[src/hdl/jdq_pkg.sv]
// ----------------------------------------------------------------------------
// jdq_pkg
// widths, codes and reset values of the joystick direction qualifier
// ----------------------------------------------------------------------------
package jdq_pkg;

	localparam int W_AXIS   = 8;
	localparam int W_REMOTE = 2;
	localparam int W_DIR    = 3;
	localparam int W_DZ     = 7;
	localparam int W_CNT    = 4;
	localparam int W_CFGIDX = 2;
	localparam int W_CFGDAT = 7;

	typedef logic [W_DIR-1:0]    dir_t;
	typedef logic [W_REMOTE-1:0] remote_t;
	typedef logic [W_CNT-1:0]    cnt_t;
	typedef logic [W_CFGIDX-1:0] cfg_idx_t;

	localparam dir_t DIR_MIDDLE = 3'd0;
	localparam dir_t DIR_UP     = 3'd1;
	localparam dir_t DIR_DOWN   = 3'd2;
	localparam dir_t DIR_LEFT   = 3'd3;
	localparam dir_t DIR_RIGHT  = 3'd4;

	localparam remote_t REMOTE_STOP  = 2'd0;
	localparam remote_t REMOTE_LEFT  = 2'd1;
	localparam remote_t REMOTE_RIGHT = 2'd2;

	localparam cfg_idx_t CFG_DEAD_ZONE     = 2'd0;
	localparam cfg_idx_t CFG_HOLD_TICKS    = 2'd1;
	localparam cfg_idx_t CFG_REPEAT_PERIOD = 2'd2;

	localparam logic [W_DZ-1:0] DEAD_ZONE_RST     = 7'd60;
	localparam cnt_t            HOLD_TICKS_RST    = 4'd2;
	localparam cnt_t            REPEAT_PERIOD_RST = 4'd10;

	localparam logic [W_AXIS+1:0] CENTER  = 10'd127;
	localparam cnt_t              SAT_MAX = 4'd15;

endpackage

[src/hdl/joystick_direction_qualifier.sv]
// ----------------------------------------------------------------------------
// joystick_direction_qualifier
// Classifies each joystick X/Y sample as middle, up, down, left or right
// against a programmable dead zone, keeps per-direction hold counters and
// picks an action from the counters and the remote command, with auto-repeat
// on up and down. One sample is taken per clock while in_stall is low; a sample
// is classified and the hold counters updated from the input register, and its
// result then sits in the output register until transferred, so the throughput
// is one item per cycle while the output is not stalled. The hold counters are
// the only loop from one item to the next. Configuration writes are always
// ready and should be issued only while no item is in flight.
// ----------------------------------------------------------------------------
module joystick_direction_qualifier
	import jdq_pkg::*;
(
	input  logic                clk,
	input  logic                arst_n,

	input  logic                in_valid,
	output logic                in_stall,
	input  logic [W_AXIS-1:0]   joy_x,
	input  logic [W_AXIS-1:0]   joy_y,
	input  logic [W_REMOTE-1:0] remote_dir,

	output logic                out_valid,
	input  logic                out_stall,
	output logic [W_DIR-1:0]    action,
	output logic [W_DIR-1:0]    stick_dir,

	input  logic                cfg_valid,
	output logic                cfg_ready,
	input  logic [W_CFGIDX-1:0] cfg_index,
	input  logic [W_CFGDAT-1:0] cfg_data
);

	logic              valid_s1;
	logic [W_AXIS-1:0] joy_x_s1;
	logic [W_AXIS-1:0] joy_y_s1;
	remote_t           remote_dir_s1;

	logic              valid_s2;
	dir_t              action_s2;
	dir_t              stick_dir_s2;

	logic [W_DZ-1:0]   dead_zone_q;
	cnt_t              hold_ticks_q;
	cnt_t              repeat_period_q;

	cnt_t middle_count_q, up_count_q, down_count_q, left_count_q, right_count_q;
	cnt_t middle_next, up_next, down_next, left_next, right_next;

	logic                   s2_free;
	logic                   advance;
	logic signed [W_AXIS+1:0] dx, dy, ndx, ndy, dz, ndz;
	dir_t                   dir;
	dir_t                   act;

	function automatic cnt_t sat_inc(input cnt_t c);
		sat_inc = (c == SAT_MAX) ? SAT_MAX : c + 4'd1;
	endfunction

	function automatic cnt_t mod_inc(input cnt_t c, input cnt_t period);
		logic [W_CNT:0] n;
		n = {1'b0, c} + 5'd1;
		mod_inc = (n >= {1'b0, period}) ? '0 : n[W_CNT-1:0];
	endfunction

	assign cfg_ready = 1'b1;

	assign s2_free  = !valid_s2 || !out_stall;
	assign advance  = valid_s1 && s2_free;
	assign in_stall = valid_s1 && !s2_free;

	assign out_valid = valid_s2;
	assign action    = action_s2;
	assign stick_dir = stick_dir_s2;

	// centered axes and dead zone
	always_comb begin
		dx  = signed'({2'b00, joy_x_s1}) - signed'(CENTER);
		dy  = signed'({2'b00, joy_y_s1}) - signed'(CENTER);
		ndx = -dx;
		ndy = -dy;
		dz  = signed'({3'b000, dead_zone_q});
		ndz = -dz;
	end

	always_comb begin
		dir = DIR_MIDDLE;
		if (dx > dz && dx > dy && dx > ndy) begin
			dir = DIR_RIGHT;
		end else if (dx < ndz && dx < dy && dx < ndy) begin
			dir = DIR_LEFT;
		end
		if (dy > dz && dy > dx && dy > ndx) begin
			dir = DIR_UP;
		end else if (dy < ndz && dy < dx && dy < ndx) begin
			dir = DIR_DOWN;
		end
	end

	always_comb begin
		middle_next = (dir == DIR_MIDDLE) ? sat_inc(middle_count_q) : '0;
		up_next     = (dir == DIR_UP) ? mod_inc(up_count_q, repeat_period_q) : '0;
		down_next   = (dir == DIR_DOWN) ? mod_inc(down_count_q, repeat_period_q) : '0;
		left_next   = (dir == DIR_LEFT) ? sat_inc(left_count_q) : '0;
		right_next  = (dir == DIR_RIGHT) ? sat_inc(right_count_q) : '0;
	end

	// later rules override earlier ones
	always_comb begin
		act = DIR_MIDDLE;
		if (up_next == hold_ticks_q && remote_dir_s1 == REMOTE_STOP) begin
			act = DIR_UP;
		end
		if (down_next == hold_ticks_q && remote_dir_s1 == REMOTE_STOP) begin
			act = DIR_DOWN;
		end
		if (left_next >= hold_ticks_q || remote_dir_s1 == REMOTE_LEFT) begin
			act = DIR_LEFT;
		end
		if (right_next >= hold_ticks_q || remote_dir_s1 == REMOTE_RIGHT) begin
			act = DIR_RIGHT;
		end
		if (middle_next >= hold_ticks_q && remote_dir_s1 == REMOTE_STOP) begin
			act = DIR_MIDDLE;
		end
	end

	// input stage
	always_ff @(posedge clk or negedge arst_n) begin
		if (!arst_n) begin
			valid_s1 <= 1'b0;
		end else if (!in_stall) begin
			valid_s1 <= in_valid;
		end
	end

	always_ff @(posedge clk) begin
		if (in_valid && !in_stall) begin
			joy_x_s1      <= joy_x;
			joy_y_s1      <= joy_y;
			remote_dir_s1 <= remote_dir;
		end
	end

	// result stage
	always_ff @(posedge clk or negedge arst_n) begin
		if (!arst_n) begin
			valid_s2 <= 1'b0;
		end else if (s2_free) begin
			valid_s2 <= valid_s1;
		end
	end

	always_ff @(posedge clk) begin
		if (advance) begin
			action_s2    <= act;
			stick_dir_s2 <= dir;
		end
	end

	// hold counters
	always_ff @(posedge clk or negedge arst_n) begin
		if (!arst_n) begin
			middle_count_q <= '0;
			up_count_q     <= '0;
			down_count_q   <= '0;
			left_count_q   <= '0;
			right_count_q  <= '0;
		end else if (advance) begin
			middle_count_q <= middle_next;
			up_count_q     <= up_next;
			down_count_q   <= down_next;
			left_count_q   <= left_next;
			right_count_q  <= right_next;
		end
	end

	// configuration registers
	always_ff @(posedge clk or negedge arst_n) begin
		if (!arst_n) begin
			dead_zone_q     <= DEAD_ZONE_RST;
			hold_ticks_q    <= HOLD_TICKS_RST;
			repeat_period_q <= REPEAT_PERIOD_RST;
		end else if (cfg_valid && cfg_ready) begin
			case (cfg_index)
				CFG_DEAD_ZONE:     dead_zone_q     <= cfg_data;
				CFG_HOLD_TICKS:    hold_ticks_q    <= cfg_data[W_CNT-1:0];
				CFG_REPEAT_PERIOD: repeat_period_q <= cfg_data[W_CNT-1:0];
				default: begin
				end
			endcase
		end
	end

endmodule

[config.mk]
export PLATFORM = sky130hd
export DESIGN_NAME = joystick_direction_qualifier
export DESIGN_NICKNAME = d
export VERILOG_FILES = /design/src/hdl/jdq_pkg.sv /design/src/hdl/joystick_direction_qualifier.sv
export SDC_FILE = /design/constraint.sdc
export NUM_CORES = 1
export LEC_CHECK = 0
export BUFFER_PORTS_ARGS = -buffer_cell sky130_fd_sc_hd__buf_2
export CAP_MARGIN = 25
export CORE_MARGIN = 8
export CORE_UTILIZATION = 60
export DETAILED_ROUTE_END_ITERATION = 10
export PLACE_DENSITY = 0.8
export REMOVE_ABC_BUFFERS = 1
export SETUP_SLACK_MARGIN = 0.5
export SLEW_MARGIN = 20
export SYNTH_ARGS = -nofsm -noshare
export SYNTH_HDL_FRONTEND = slang
export SYNTH_SLANG_ARGS = --single-unit
export TNS_END_PERCENT = 5
[constraint.sdc]
create_clock -name clk -period 10 [get_ports clk]
set_clock_uncertainty 0.1 [all_clocks]
set_input_delay 1 -clock clk [delete_from_list [all_inputs] [get_ports clk]]
set_output_delay 1 -clock clk [all_outputs]
set_load 0.01 [all_outputs]
==> reports/qor.csv <==
metric,value,unit
Max Fanout on Critical Path,10,
Post-CTS Hold Fix Bufs,0,
"commonest non-fill, non-tap cell in the layout",ha_1,
syn avg cell area,9.051,um2
DRT iter0 DRCs,357,
final std cells w/o fill,762,
worst-margin pin slew,0.9955,ns
share of the synthesized area in the top cell type,0.1833,
Synth Flop Type,dfrtp_1,
RSZ-0062 raised after global routing,false,
Max Buffers Root-to-Sink,2,
vias after detailed routing,4755,
"flops & latches, synth",61,
Cells after Synth,611,
row count,35,
CTS tree,built,
fraction of registers with async set/reset,0.6066,
Slew HR,0.3363,
CTS buffer count,9,
GRT Residual Overflow,0,
GP Congestion,0.9487,
Max Cap Viol,0,
CTS Root Cell,clkbuf_8,
Core ar.,9109,um2
via/cell ratio,6.240,
die area,12550,um2
CP Launch Type,flop,
# resized after CTS,0,
fin. max-slew vios,0,
H-tree level count,3,
Worst-path clk slew,0.08,ns
Post-synth EDFFs,24,
I/O pin count,41,
final net count,759,
Final Cell Area,5998,um2
ANT nets after route,0,
fin crit share,0.6085,
Clock Sinks,61,
Placed Instances,746,
HPWL Detailed,10180,um
Synth area leaders,"ha_1 18%, dfrtp_1 14%, edfxtp_1 13%, nand2_1 3.7%, dfstp_2 3.3%",
Max Clk Rate,164.3,MHz
PwrDens,155.3,nW/um2
endpoints failing hold,0,
Initial Util,0.6071,
Final Critical Period,6.085,ns
Die H,112.0,um
DRC,0,
vias in the first global route,4708,
outcome,"finished, final reports clean",
initial antenna violation count,0,
# fillers,744,
IO Port Bufs,39,
biggest regs,"joy_x_s1 x8, joy_y_s1 x8, dead_zone_q x7",
total wire length,13310,um
first-pass GRT wire length,22060,um
post-synth cell types,77,
Die X,112.0,um
Post-CTS Setup Bufs,0,
n_diodes,0,
worst skew pair latency,0.36,ns
largest net degree at the start of global routing,38,
Critical Setup Path Class,flop to flop,
Mapped Area,5530,um2
area grow syn2layout,8.461,%
dpl cell area,5782,um2
Yosys top cell by area,ha_1,
gr usage total,0.2155,
worst hold slack,0.4027,ns
DR WL/cell,17.46,um
crit path capture type,flop,
WP data required,10.12,ns
first drt pass iteration count,5,
sequential share of the synthesized area,0.2993,
"Core Util, Final",0.6585,
Peak VDD IR,0.0001067,V
Final TNS setup,0,ns
Pleak,0.002757,uW
crit path DAT,6.20,ns
share of cells above drive strength 1,0.1582,
"Warnings, synthesis",0,
final setup violation count,0,
most frequent cells in the layout,"81 x ha_1, 54 x nand2_1, 42 x inv_1",
hold crit path type,flop to flop,
==> Yosys cell counts, types with 13 or more instances <==
cell type and instances:
xor2_1 18, nor3_1 15, nand2b_1 13, nand2_1 54, a21o_1 15, inv_1 42, a21oi_1 35, nand3_1 25
xnor2_1 18, nor2_1 36, o21ai_0 30, edfxtp_1 24, ha_1 81, dfrtp_1 30
==> worst max-delay path: stages (launching register included) <==
cell	delay, ns
edfxtp_1	0.62
ha_1	0.41
nand4_1	0.18
o21bai_1	0.39
ha_1	0.24
or3b_1	0.43
or4_1	0.42
o21ai_1	0.27
o21ai_0	0.17
nand3_1	0.19
o311ai_0	0.15
a211oi_1	0.53
nand2b_1	0.24
a21o_1	0.22
ha_1	0.26
nand2b_1	0.14
a21o_1	0.17
a21o_1	0.17
a221oi_1	0.35
nand2b_1	0.14
a21oi_1	0.15
==> metrics by stage <==
| stage | total power [uW] | worst slack, ns |
|---|---|---|
| after global placement | 663.0 | 4.288 |
| after floorplan | 586.6 | 4.845 |
| after CTS | 930.9 | 3.961 |
| final | 931.6 | 3.915 |
| after global routing | 990.0 | 3.330 |
| after detailed placement | 679.9 | 3.995 |
==> layer usage <==
| layer | wire length [um] | track usage | share of wire | up-vias |
|---|---|---|---|---|
| li1 | - | - | - | 2314 |
| met4 | 360 | 0.09173 | 0.027 | 0 |
| met2 | 6190 | 0.3558 | 0.47 | 145 |
| met3 | 742 | 0.04437 | 0.056 | 38 |
| met1 | 6014 | 0.2675 | 0.45 | 2258 |
| met5 | 0 | 0 | 0 | - |
==> cell families (layout without fill, tap and decap cells) <==
group | count (synthesis) | in the layout | synth area share
adder cells (fa/ha/maj) | 81 | 81 | 0.1833
flip-flops | 61 | 61 | 0.2993
AND/OR/NAND/NOR | 213 | 213 | 0.2057
buffers and inverters | 60 | 100 | 0.04706
other | 1 | 1 | 0.0006781
AO/OA/AOI/OAI | 147 | 147 | 0.1796
multiplexers | 10 | 10 | 0.02036
XOR/XNOR | 38 | 38 | 0.06403
==> area by class of cell <==
cell class / instances / area [um2] / area share
Clock inverter: 6 / 67.56 / 0.01126
Inverter: 44 / 165.2 / 0.02753
Sequential cell: 61 / 1655 / 0.2760
Multi-Input combinational cell: 490 / 3620 / 0.6035
Clock buffer: 10 / 148.9 / 0.02482
Tap cell: 111 / 138.9 / 0.02315
Timing Repair Buffer: 40 / 202.7 / 0.03379
==> path summary, 6_finish.rpt <==
check / start / end / slack (ns) / cells past startpoint
min in group asynchronous: arst_n / right_count_q[0] / 0.63 / 1
worst min-delay path: valid_s1 / out_valid / 0.40 / 1
max in group asynchronous: arst_n / right_count_q[3] / 8.65 / 1
worst max-delay path: joy_x_s1[0] / action[0] / 3.92 / 20
worst max register to register: joy_x_s1[0] / action[0] / 3.92 / 20
worst min register to register: valid_s1 / out_valid / 0.40 / 1
==> where the power goes <==
| group | internal, uW | leakage, uW | total (uW) | switching [uW] |
|---|---|---|---|---|
| Sequential | 297 | 0.000698 | 331 | 34.2 |
| Combinational | 156 | 0.00195 | 354 | 198 |
| Clock | 132 | 0.000112 | 247 | 115 |
(Power assumes the default switching activity.)
